--- src/hdl/tcw_pkg.sv ---
// Shared constants, types and helpers for the text console writer.
`timescale 1ns / 1ps

package tcw_pkg;

  localparam int COLUMNS  = 80;
  localparam int ROWS     = 25;
  localparam int TAB_STEP = 4;

  localparam int CELLS    = COLUMNS * ROWS;
  localparam int CELL_AW  = $clog2(CELLS);
  localparam int COL_W    = $clog2(COLUMNS);
  localparam int COLX_W   = $clog2(COLUMNS + TAB_STEP);
  localparam int ROW_W    = $clog2(ROWS);
  localparam int COPY_N   = (ROWS - 2) * COLUMNS;
  localparam int ROW_BASE = (ROWS - 2) * COLUMNS;

  localparam int CMD_W     = 2;
  localparam int CHAR_W    = 8;
  localparam int ATTR_W    = 8;
  localparam int ADDR_W    = 11;
  localparam int POS_W     = 11;
  localparam int S_TDATA_W = 24;
  localparam int M_TDATA_W = 32;

  localparam logic [ATTR_W-1:0] COLOR_RESET   = 8'h07;
  localparam logic [CHAR_W-1:0] KEY_BACKSPACE = 8'd8;
  localparam logic [CHAR_W-1:0] KEY_TAB       = 8'd9;
  localparam logic [CHAR_W-1:0] KEY_NEWLINE   = 8'd10;

  typedef enum logic [CMD_W-1:0] {
    OP_PUT   = 2'd0,
    OP_CLEAR = 2'd1,
    OP_READ  = 2'd2,
    OP_NONE  = 2'd3
  } tcw_op_t;

  typedef struct packed {
    logic accept;
    logic put_step;
    logic home;
    logic rd_issue;
    logic copy_step;
    logic blank_step;
    logic clear_step;
    logic idx_clr;
    logic load_out;
  } tcw_cmd_t;

  typedef struct packed {
    tcw_op_t op;
    logic    scroll;
    logic    copy_end;
    logic    row_end;
    logic    all_end;
    logic    out_free;
  } tcw_sts_t;

  function automatic logic [CELL_AW-1:0] cell_pos(input logic [ROW_W-1:0] r,
                                                  input logic [COL_W-1:0] c);
    return CELL_AW'(CELL_AW'(r) * CELL_AW'(COLUMNS) + CELL_AW'(c));
  endfunction

endpackage

--- src/hdl/tcw_ctrl.sv ---
// Command sequencer of the console writer.
`timescale 1ns / 1ps

module tcw_ctrl import tcw_pkg::*; (
  input  logic     clk,
  input  logic     rst,
  input  logic     s_tvalid,
  output logic     s_tready,
  input  tcw_sts_t sts,
  output tcw_cmd_t cmd
);

  typedef enum logic [2:0] {
    ST_IDLE,
    ST_EXEC,
    ST_COPY,
    ST_BLANK,
    ST_CLEAR,
    ST_FINISH
  } state_t;

  state_t state;
  state_t state_next;

  assign s_tready = state == ST_IDLE;

  always_comb begin
    cmd        = '0;
    state_next = state;
    case (state)
      ST_IDLE: begin
        if (s_tvalid) begin
          cmd.accept = 1'b1;
          state_next = ST_EXEC;
        end
      end
      ST_EXEC: begin
        case (sts.op)
          OP_PUT: begin
            cmd.put_step = 1'b1;
            if (sts.scroll) begin
              state_next = ST_COPY;
            end else if (sts.out_free) begin
              cmd.load_out = 1'b1;
              state_next   = ST_IDLE;
            end else begin
              state_next = ST_FINISH;
            end
          end
          OP_CLEAR: begin
            cmd.home   = 1'b1;
            state_next = ST_CLEAR;
          end
          OP_READ: begin
            cmd.rd_issue = 1'b1;
            state_next   = ST_FINISH;
          end
          default: begin
            if (sts.out_free) begin
              cmd.load_out = 1'b1;
              state_next   = ST_IDLE;
            end else begin
              state_next = ST_FINISH;
            end
          end
        endcase
      end
      ST_COPY: begin
        cmd.copy_step = 1'b1;
        if (sts.copy_end) begin
          cmd.idx_clr = 1'b1;
          state_next  = ST_BLANK;
        end
      end
      ST_BLANK: begin
        cmd.blank_step = 1'b1;
        if (sts.row_end) begin
          state_next = ST_FINISH;
        end
      end
      ST_CLEAR: begin
        cmd.clear_step = 1'b1;
        if (sts.all_end) begin
          state_next = ST_FINISH;
        end
      end
      ST_FINISH: begin
        if (sts.out_free) begin
          cmd.load_out = 1'b1;
          state_next   = ST_IDLE;
        end
      end
      default: begin
        state_next = ST_IDLE;
      end
    endcase
  end

  always_ff @(posedge clk) begin
    if (rst) begin
      state <= ST_IDLE;
    end else begin
      state <= state_next;
    end
  end

endmodule

--- config.mk ---
export PLATFORM = sky130hd
export DESIGN_NAME = tcw_ctrl
export DESIGN_NICKNAME = d
export VERILOG_FILES = /design/src/hdl/tcw_pkg.sv /design/src/hdl/tcw_ctrl.sv
export SDC_FILE = /design/constraint.sdc
export NUM_CORES = 1
export LEC_CHECK = 0
export BUFFER_PORTS_ARGS = -buffer_cell sky130_fd_sc_hd__buf_2
export CORE_AREA = 4 4 41 43
export DETAILED_ROUTE_END_ITERATION = 10
export DIE_AREA = 0 0 45 47
export PLACE_DENSITY_LB_ADDON = 0.12
export SYNTH_ARGS = -nofsm -noshare
export SYNTH_HDL_FRONTEND = slang
export SYNTH_SLANG_ARGS = --single-unit
--- constraint.sdc ---
create_clock -name clk -period 1.3 [get_ports clk]
set_input_delay 0.13 -clock clk [delete_from_list [all_inputs] [get_ports clk]]
set_output_delay 0.13 -clock clk [all_outputs]
set_load 0.02 [all_outputs]
==> flow_metrics.tcl, run 1 <==
set metrics [dict create \
    placeableCoreArea_um2 1300 \
    post-synth-top-count-cell "sky130_fd_sc_hd__inv_1" \
    worst_case_setup_slack_after_placement_ns 0.0366 \
    finalWirelength_um 1070 \
    grt.total_usage_pct 11.0 \
    yosysTopAreaCellShare_pct 14.8 \
    synthesis.area_per_instance_um2 7.80 \
    die_area_um2 2120 \
    achievable-frequency_ghz 0.772 \
    run_status "completed" \
    portion_of_the_post_synthesis_area_used_by_sequential_elements_pct 14.8 \
    timing_worst_slew_pin_value_ns 0.241 \
    layout-drive-gt1-share_pct 51.3 \
    worst_skew_pair.late_latency_ns 0.23 \
    grt_setup_unrepaired "yes" \
    place_area_um2 526 \
    hpwl_um 878 \
    synth_nets 66 \
    total_leakage_power_nw 0.328 \
    post-route-worst-setup-slack_ns 0.00467 \
    synthCells 52 \
    fin_crit_sh_pct 99.6 \
    via_count 463 \
    synth.ff_latch_count 3 \
    grt_pass1_vias 447 \
    yosysWarnings 0 \
    worst_setup_path_end_kind "output pin" \
    crit_path_cell_trace "or2_4 -> nor2_4 -> and2_4 -> buf_6" \
    antenna_cells 0 \
    layout_top_registers "state: 3 flops" \
    grt_max_degree 7 \
    criticalPathCategory "register to output pin" \
    crit_path_top_delay_cell "sky130_fd_sc_hd__dfxtp_4" \
    peakVddDrop_mv 0.254 \
    cts_buffers 3 \
    worst_hold_startpoint "rst" \
    largest_register "state" \
    postSynth.topFlopCell "sky130_fd_sc_hd__dfxtp_1" \
    place_congestion 0.750 \
    fill_cells 147 \
    grt_antenna_before_repair 0 \
    syn-cell-area_um2 405 \
    avgRoutedWirePerCell_um 11.5 \
    clkSlewWorstSetupHoldPaths_ns 0.04 \
    tritoncts "yes" \
    timing.clock.skew_ns 0.00539 \
    pin_count 20 \
    timing_max_transition_violations_final 0 \
    die_h_um 47 \
    timing.hold.ws_ns 0.0782 \
    numClockSinks 3 \
    root_buffer "sky130_fd_sc_hd__clkbuf_4" \
    powerDensity_nw_per_um2 826 \
    netlist.top_cell.by_area "sky130_fd_sc_hd__dfxtp_1" \
    proportion_of_register_bits_with_asynchronous_set_or_reset_after_synthesis_pct 0 \
    ys_top_cells_by_count "sky130_fd_sc_hd__inv_1, sky130_fd_sc_hd__and3_1, sky130_fd_sc_hd__ha_1" \
    timing_hold_violations_final 0 \
    flow.area_growth_from_synthesis_pct 50.3 \
    floorplan.initialDensity_pct 31.2 \
    cp_data_arrival_time_ns 1.17 \
    grt_overflow_total 0 \
    cts_htree_levels 1 \
    worst_setup_path_startpoint "state[1]" \
    setup_viol 0 \
    io_buffer_count 19 \
    synth_edf_count 0 \
    nNetsFinal 93 \
    cts-root-to-sink-buffers 2 \
    timing.rr.start "state[1]" \
    die_x_um 45 \
    residual_drc 0 \
    critical-path-max-stage-delay_ns 0.36 \
    post_synth_main_area_contributors "sky130_fd_sc_hd__dfxtp_1, sky130_fd_sc_hd__ha_1, sky130_fd_sc_hd__and3_1" \
    row_count 13 \
    drt-initial-drc-count 8 \
    clock_period_minus_final_worst_setup_slack_ns 1.30 \
    min-delay-path-class "input pin to register" \
    drt_pass_1_iters 4 \
    postLayoutCellArea_um2 609 \
    totalPowerFinal_mw 0.504 \
    vias_per_cell 4.98 \
    post_synthesis_cell_type_count 28 \
    ant_nets 0 \
    largest_reg_flops 3 \
    maxSlewHeadroom_pct 83.9 \
    cp_launch_type "register" \
    wp_data_required_ns 1.17 \
    first_pass_grt_wire_length_um 1770 \
    drv.max_cap_violation_count 0 \
    crit_path_max_fanout 6 \
]
[kinds of logic after synthesis]
logic type / synth area share [%]
mux: 2.78
flops: 14.8
buf+inv: 11.4
fa+ha+maj: 12.3
compound gates: 28.4
simple gates: 30.2
[power by group]
group / switching (mW) / leakage [nW] / internal, mW / total [mW]
combinational: 0.120 / 0.287 / 0.112 / 0.232
clock: 0.0453 / 0.0150 / 0.115 / 0.160
sequential: 0.00997 / 0.0261 / 0.101 / 0.111
total: 0.176 / 0.328 / 0.328 / 0.504
[what timing repair did]
action                     4_1_cts  5_1_grt
setup endpoints to repair        7        9
gates resized for setup         10        6
hold buffers                     0        0
pin swaps                        3        1
setup buffers                    2        1
[through the flow]
| stage | std cells | setup TNS [ns] | utilization, % |
|---|---|---|---|
| 2_1_floorplan | 52 | 0 | - |
| 3_3_place_gp | 86 | 0 | 40.4 |
| 3_5_place_dp | 86 | 0 | 40.4 |
| 4_1_cts | 92 | -0.0220 | 45.1 |
| 5_1_grt | 93 | -0.208 | 46.8 |
| 6_report | 93 | 0 | 46.8 |
[routing by layer]
metal / share of wire [%] / track usage, % / up-vias
li1: - / - / 237
met1: 41 / 12.7 / 212
met2: 52 / 20.9 / 14
met3: 6.2 / 2.30 / 0
met4: 0 / 1.75 / 0
met5: 0 / 0 / -
[cell usage in the layout (no fill, tap or decap), types with 2 or more instances in the layout]
| master | count |
|---|---|
| sky130_fd_sc_hd__buf_2 | 16 |
| sky130_fd_sc_hd__buf_4 | 6 |
| sky130_fd_sc_hd__inv_1 | 5 |
| sky130_fd_sc_hd__and3_1 | 4 |
| sky130_fd_sc_hd__ha_1 | 4 |
| sky130_fd_sc_hd__nand2_1 | 3 |
| sky130_fd_sc_hd__a21oi_1 | 3 |
| sky130_fd_sc_hd__clkbuf_4 | 3 |
| sky130_fd_sc_hd__nor2_1 | 2 |
| sky130_fd_sc_hd__o211ai_1 | 2 |
| sky130_fd_sc_hd__nor3b_1 | 2 |
| sky130_fd_sc_hd__nand2b_1 | 2 |
| sky130_fd_sc_hd__buf_6 | 2 |
| sky130_fd_sc_hd__dfxtp_2 | 2 |
[worst paths after layout]
| check | endpoint | slack, ns | cells after the start |
|---|---|---|---|
| worst max-delay path | cmd[8] | 0.005 | 4 |
| worst min-delay path | state[0] | 0.08 | 2 |
| worst max register to register | state[1] | 0.06 | 6 |
| worst min register to register | state[2] | 0.67 | 2 |
[final cells by class]
| type | count | area [um2] | share of cell area (%) |
|---|---|---|---|
| clock buffers | 4 | 26.3 | 4.31 |
| inverters | 6 | 22.5 | 3.70 |
| multi-input cells | 40 | 323 | 53.0 |
| flip-flops and latches | 3 | 66.3 | 10.9 |
| well taps | 15 | 18.8 | 3.08 |
| repair buffers | 25 | 153 | 25.1 |
[worst max-delay path: cells and delay by family, from the launching register on]
kind | cells | cell delay, ns
buffers and inverters | 1 | 0.10
flip-flops | 1 | 0.36
AND/OR/NAND/NOR | 3 | 0.47
(Power assumes the default switching activity.)
==> run 2: changes to the inputs <==
--- a/config.mk
+++ b/config.mk
@@ -6,10 +6,14 @@
 export NUM_CORES = 1
 export LEC_CHECK = 0
 export BUFFER_PORTS_ARGS = -buffer_cell sky130_fd_sc_hd__buf_2
-export CORE_AREA = 4 4 41 43
+export CELL_PAD_IN_SITES_DETAIL_PLACEMENT = 0
+export CELL_PAD_IN_SITES_GLOBAL_PLACEMENT = 1
+export CORE_AREA = 4 4 43 45
 export DETAILED_ROUTE_END_ITERATION = 10
-export DIE_AREA = 0 0 45 47
+export DIE_AREA = 0 0 47 49
 export PLACE_DENSITY_LB_ADDON = 0.12
+export SKIP_CTS_REPAIR_TIMING = 1
 export SYNTH_ARGS = -nofsm -noshare
 export SYNTH_HDL_FRONTEND = slang
 export SYNTH_SLANG_ARGS = --single-unit
+export TNS_END_PERCENT = 50
==> run 2 against run 1 <==
  * The flow now finishes with violations (negative setup slack)
  * Non-clock buffer count unchanged
  * Critical path type unchanged
  * Largest cell class unchanged
  * Sequential power barely moved
  * Largest power group unchanged
  * Register-to-register slack got worse by 0.07 ns
  * Clock power up 3%
  * Final cell count is 1.1% higher
==> flow_metrics.tcl, run 2 (synthesized netlist as in run 1, its figures left out) <==
set metrics [dict create \
    ant_nets 0 \
    totalPowerFinal_mw 0.517 \
    total_leakage_power_nw 0.335 \
    power_frac_clock_pct 31.9 \
    largest_register "state" \
    nNetsFinal 93 \
    min-delay-path-class "input pin to register" \
    setup_viol 3 \
    finish.cell_count_without_fillers 94 \
    postLayoutCellArea_um2 637 \
    powerDensity_nw_per_um2 812 \
    criticalPathCategory "register to output pin" \
    power_switching_share_pct 35.4 \
    die_h_um 49 \
    timing_worst_slew_pin_value_ns 0.300 \
    grt_overflow_total 0 \
    worst_skew_pair.late_latency_ns 0.24 \
    fill_cells 172 \
    drt-initial-drc-count 3 \
    die_x_um 47 \
    achievable-frequency_ghz 0.753 \
    cp_launch_type "register" \
    layout_commonest_cell "sky130_fd_sc_hd__buf_2" \
    fin_crit_sh_pct 102 \
    avgRoutedWirePerCell_um 11.7 \
    grt_max_degree 11 \
    placeableCoreArea_um2 1470 \
    worst_setup_path_end_kind "output pin" \
    share_seq_of_total_power_pct 21.7 \
    floorplan.initialDensity_pct 27.6 \
    wp_data_required_ns 1.17 \
    flow.area_growth_from_synthesis_pct 57.1 \
    drt_pass_1_iters 4 \
    hpwl_um 843 \
    grt_antenna_before_repair 0 \
    timing_hold_violations_final 0 \
    grt_setup_unrepaired "yes" \
    cts_buffers 3 \
    combPwrFrac_pct 46.3 \
    dpl.cell_count 88 \
    layout-drive-gt1-share_pct 55.1 \
    vias_per_cell 4.98 \
    layout_top_registers "state: 3 flops" \
    clock_period_minus_final_worst_setup_slack_ns 1.33 \
    run_status "complete, but fails checks" \
    finalWirelength_um 1100 \
    grt.total_usage_pct 10.3 \
    most-common-layout-cells "sky130_fd_sc_hd__buf_2, sky130_fd_sc_hd__buf_4, sky130_fd_sc_hd__inv_1" \
    place_area_um2 532 \
    antenna_cells 0 \
    peakVddDrop_mv 0.371 \
    cp_data_arrival_time_ns 1.20 \
    place_congestion 0.758 \
    timing_max_transition_violations_final 0 \
    maxSlewHeadroom_pct 80.0 \
    row_count 14 \
    die_area_um2 2300 \
    cts-root-to-sink-buffers 2 \
    final_core_utilization_pct 43.3 \
    largest_reg_flops 3 \
    clkSlewWorstSetupHoldPaths_ns 0.04 \
    via_count 468 \
    pin_count 20 \
    post-route-worst-setup-slack_ns -0.0274 \
    first_pass_grt_wire_length_um 1650 \
    io_buffer_count 19 \
    residual_drc 0 \
    failed_checks "negative setup slack" \
    drv.max_cap_violation_count 0 \
    cts_htree_levels 1 \
    tritoncts "yes" \
    timing.clock.skew_ns 0.00311 \
    p_int_mw 0.334 \
    crit_path_max_fanout 8 \
    root_buffer "sky130_fd_sc_hd__clkbuf_4" \
    grt_pass1_vias 410 \
    netSwitchingPower_mw 0.183 \
    numClockSinks 3 \
]
[run 2: power by group through the flow]
stage	Clock, mW	Combinational [mW]	Sequential (mW)
floorplan	0	0.143	0.106
global placement	0	0.203	0.113
detailed placement	0	0.198	0.113
CTS	0.172	0.199	0.111
global route	0.177	0.262	0.114
finish	0.165	0.240	0.112
[run 2: path summary, 6_finish.rpt]
path                                from       end  depth (start not counted)  slack [ns]
worst max-delay path            state[1]    cmd[8]                          4       -0.03
worst min register to register  state[2]  state[2]                          2        0.68
worst max register to register  state[1]  state[0]                          4       -0.01
worst min-delay path                 rst  state[0]                          2        0.09
[run 2: metrics by stage]
step	TNS, ns	hold slack [ns]	worst slack [ns]
4_1_cts	-0.695	0.0834	-0.176
2_1_floorplan	-0.105	0.195	-0.105
3_5_place_dp	0	0.332	0.0288
3_3_place_gp	-0.0143	0.330	-0.0143
5_1_grt	-0.244	0.0767	-0.0951
6_report	-0.0499	0.0859	-0.0274
[run 2: worst max-delay path, cell delays in order (launching register included)]
cell and delay, ns:
sky130_fd_sc_hd__dfxtp_4 0.36, sky130_fd_sc_hd__or2_4 0.27, sky130_fd_sc_hd__nor2_4 0.08, sky130_fd_sc_hd__and2_4 0.14, sky130_fd_sc_hd__buf_6 0.10
[run 2: final cells by class]
| cell class | count | area [um2] | share of cell area, % |
|---|---|---|---|
| inverter | 6 | 22.5 | 3.54 |
| sequential | 3 | 66.3 | 10.4 |
| timing repair buffer | 25 | 161 | 25.3 |
| tap | 16 | 20.0 | 3.14 |
| clock buffer | 4 | 26.3 | 4.13 |
| multi-input combinational | 40 | 340 | 53.4 |
[run 2: routing by layer]
| layer | up-vias | share of wire (%) | track usage (%) |
|---|---|---|---|
| met5 | - | 0 | 0 |
| met4 | 0 | 3.5 | 8.29 |
| met3 | 4 | 8.0 | 3.69 |
| met2 | 20 | 46 | 13.3 |
| met1 | 209 | 42 | 12.9 |
| li1 | 235 | - | - |
==> run 3: changes to the inputs <==
--- a/config.mk
+++ b/config.mk
@@ -8,9 +8,10 @@
 export BUFFER_PORTS_ARGS = -buffer_cell sky130_fd_sc_hd__buf_2
 export CELL_PAD_IN_SITES_DETAIL_PLACEMENT = 0
 export CELL_PAD_IN_SITES_GLOBAL_PLACEMENT = 1
-export CORE_AREA = 4 4 43 45
+export CORE_AREA = 4 4 42 44
+export CTS_BUF_LIST = sky130_fd_sc_hd__clkbuf_8
 export DETAILED_ROUTE_END_ITERATION = 10
-export DIE_AREA = 0 0 47 49
+export DIE_AREA = 0 0 46 48
 export PLACE_DENSITY_LB_ADDON = 0.12
 export SKIP_CTS_REPAIR_TIMING = 1
 export SYNTH_ARGS = -nofsm -noshare
==> run 3 against run 2 <==
  * The run still ends with negative setup slack left
  * Sequential share of layout area increased by 0.10 points
  * Final cell count decreased by 2.1%
  * Global-route usage increased by 0.12 points
  * Worst setup slack improved by 0.0019 ns
  * Sequential power about the same
  * Power increased by 17%
  * Highest routed layer unchanged
  * Clock power increased by 60%
  * Die area decreased by 4.1%
  * Worst hold slack improved by 0.0084 ns
  * Non-clock buffer count decreased by 2
  * Register-to-register slack improved by 0.10 ns
==> flow_metrics.tcl, run 3 (synthesized netlist as in run 1, its figures left out) <==
set metrics [dict create \
    run_status "complete, but fails checks" \
    failed_checks "negative setup slack" \
    fin_crit_sh_pct 102 \
    nNetsFinal 91 \
    setup_viol 1 \
    largest_reg_flops 3 \
    tritoncts "yes" \
    criticalPathCategory "register to output pin" \
    layout_top_registers "state: 3 flops" \
    fill_cells 162 \
    drt-initial-drc-count 14 \
    root_buffer "sky130_fd_sc_hd__clkbuf_8" \
    floorplan.initialDensity_pct 28.2 \
    clock_period_minus_final_worst_setup_slack_ns 1.33 \
    avgRoutedWirePerCell_um 12.0 \
    final_core_utilization_pct 43.9 \
    grt_pass1_vias 392 \
    crit_path_top_delay_cell "sky130_fd_sc_hd__dfxtp_4" \
    residual_drc 0 \
    die_x_um 46 \
    crit_path_cell_trace "or2_4 -> nor2_2 -> and2_1 -> buf_6" \
    worst_setup_path_end_kind "output pin" \
    layout_commonest_cell "sky130_fd_sc_hd__buf_2" \
    worst-r2r-setup-slack_ns 0.09 \
    via_count 466 \
    peakVddDrop_mv 0.370 \
    timing_max_transition_violations_final 0 \
    dpl.cell_count 88 \
    timing_worst_slew_pin_value_ns 0.282 \
    grt_max_degree 11 \
    total_leakage_power_nw 0.331 \
    row_count 14 \
    timing_hold_violations_final 0 \
    io_buffer_count 19 \
    cp_data_arrival_time_ns 1.20 \
    placeableCoreArea_um2 1440 \
    numClockSinks 3 \
    antenna_cells 0 \
    cts_buffers 3 \
    drv.max_cap_violation_count 0 \
    place_congestion 0.708 \
    crit_path_max_fanout 10 \
    clkSlewWorstSetupHoldPaths_ns 0.03 \
    flow.area_growth_from_synthesis_pct 55.6 \
    ant_nets 0 \
    wp_data_required_ns 1.17 \
    vias_per_cell 5.07 \
    largest_register "state" \
    min-delay-path-class "input pin to register" \
    maxSlewHeadroom_pct 81.0 \
    first_pass_grt_wire_length_um 1630 \
    achievable-frequency_ghz 0.754 \
    die_area_um2 2210 \
    most-common-layout-cells "sky130_fd_sc_hd__buf_2, sky130_fd_sc_hd__inv_1, sky130_fd_sc_hd__buf_6" \
    cp_launch_type "register" \
    layout-drive-gt1-share_pct 52.6 \
    finish.cell_count_without_fillers 92 \
    timing.clock.skew_ns 0.000576 \
    worst_skew_pair.late_latency_ns 0.22 \
    timing.hold.ws_ns 0.0943 \
    grt.total_usage_pct 10.4 \
    grt_overflow_total 0 \
    critical-path-max-stage-delay_ns 0.37 \
    grt_antenna_before_repair 0 \
    hpwl_um 917 \
    cts_htree_levels 1 \
    grt_setup_unrepaired "yes" \
    powerDensity_nw_per_um2 960 \
    finalWirelength_um 1110 \
    cts-root-to-sink-buffers 2 \
    die_h_um 48 \
    pin_count 20 \
    drt_pass_1_iters 4 \
    post-route-worst-setup-slack_ns -0.0255 \
]
==> run 3: cell count changes in the layout (fill, tap and decap cells not counted), moves of 2 or more <==
cell / previous run / this run
sky130_fd_sc_hd__buf_4: 7 / 2
sky130_fd_sc_hd__clkbuf_4: 3 / 0
sky130_fd_sc_hd__clkbuf_8: 0 / 3
sky130_fd_sc_hd__buf_6: 3 / 5
==> run 3: layout make-up <==
cell class / instances / area (um2) / share of cell area (%)
tap: 16 / 20.0 / 3.17
clock buffer: 3 / 41.3 / 6.55
inverter: 6 / 22.5 / 3.57
timing repair buffer: 23 / 151 / 24.0
clock inverter: 1 / 3.75 / 0.595
multi-input combinational: 40 / 325 / 51.6
sequential: 3 / 66.3 / 10.5
==> run 3: stage by stage <==
stage	setup TNS (ns)	instance area [um2]	total power, mW	setup WS, ns
5_1_grt	-0.0474	631	0.642	-0.0456
3_3_place_gp	0	532	0.323	0.0106
6_report	-0.0255	631	0.605	-0.0255
2_1_floorplan	-0.105	410	0.249	-0.105
3_5_place_dp	0	532	0.320	0.00883
4_1_cts	-0.684	577	0.592	-0.156
==> run 3: worst paths after layout <==
path             from  depth (start not counted)       end
min               rst                          2  state[0]
max reg2reg  state[2]                          4  state[0]
max          state[1]                          4    cmd[8]
min reg2reg  state[1]                          2  state[1]
==> run 3: critical path, delay by kind of cell (launching register included) <==
| kind | cells | cell delay, ns |
|---|---|---|
| flip-flops | 1 | 0.37 |
| AND/OR/NAND/NOR | 3 | 0.49 |
| buffers and inverters | 1 | 0.11 |
==> run 3: power breakdown <==
part / internal [mW] / total, mW / switching, mW
clock: 0.201 / 0.264 / 0.0631
combinational: 0.110 / 0.228 / 0.118
sequential: 0.102 / 0.113 / 0.0118
total: 0.413 / 0.605 / 0.193
==> run 3: metal layers <==
| metal | track usage (%) | up-vias | routed length, um |
|---|---|---|---|
| met5 | 0 | - | 0 |
| met4 | 3.41 | 0 | 16 |
| met3 | 3.76 | 2 | 94 |
| met2 | 17.6 | 17 | 519 |
| met1 | 12.1 | 214 | 475 |
| li1 | - | 233 | - |
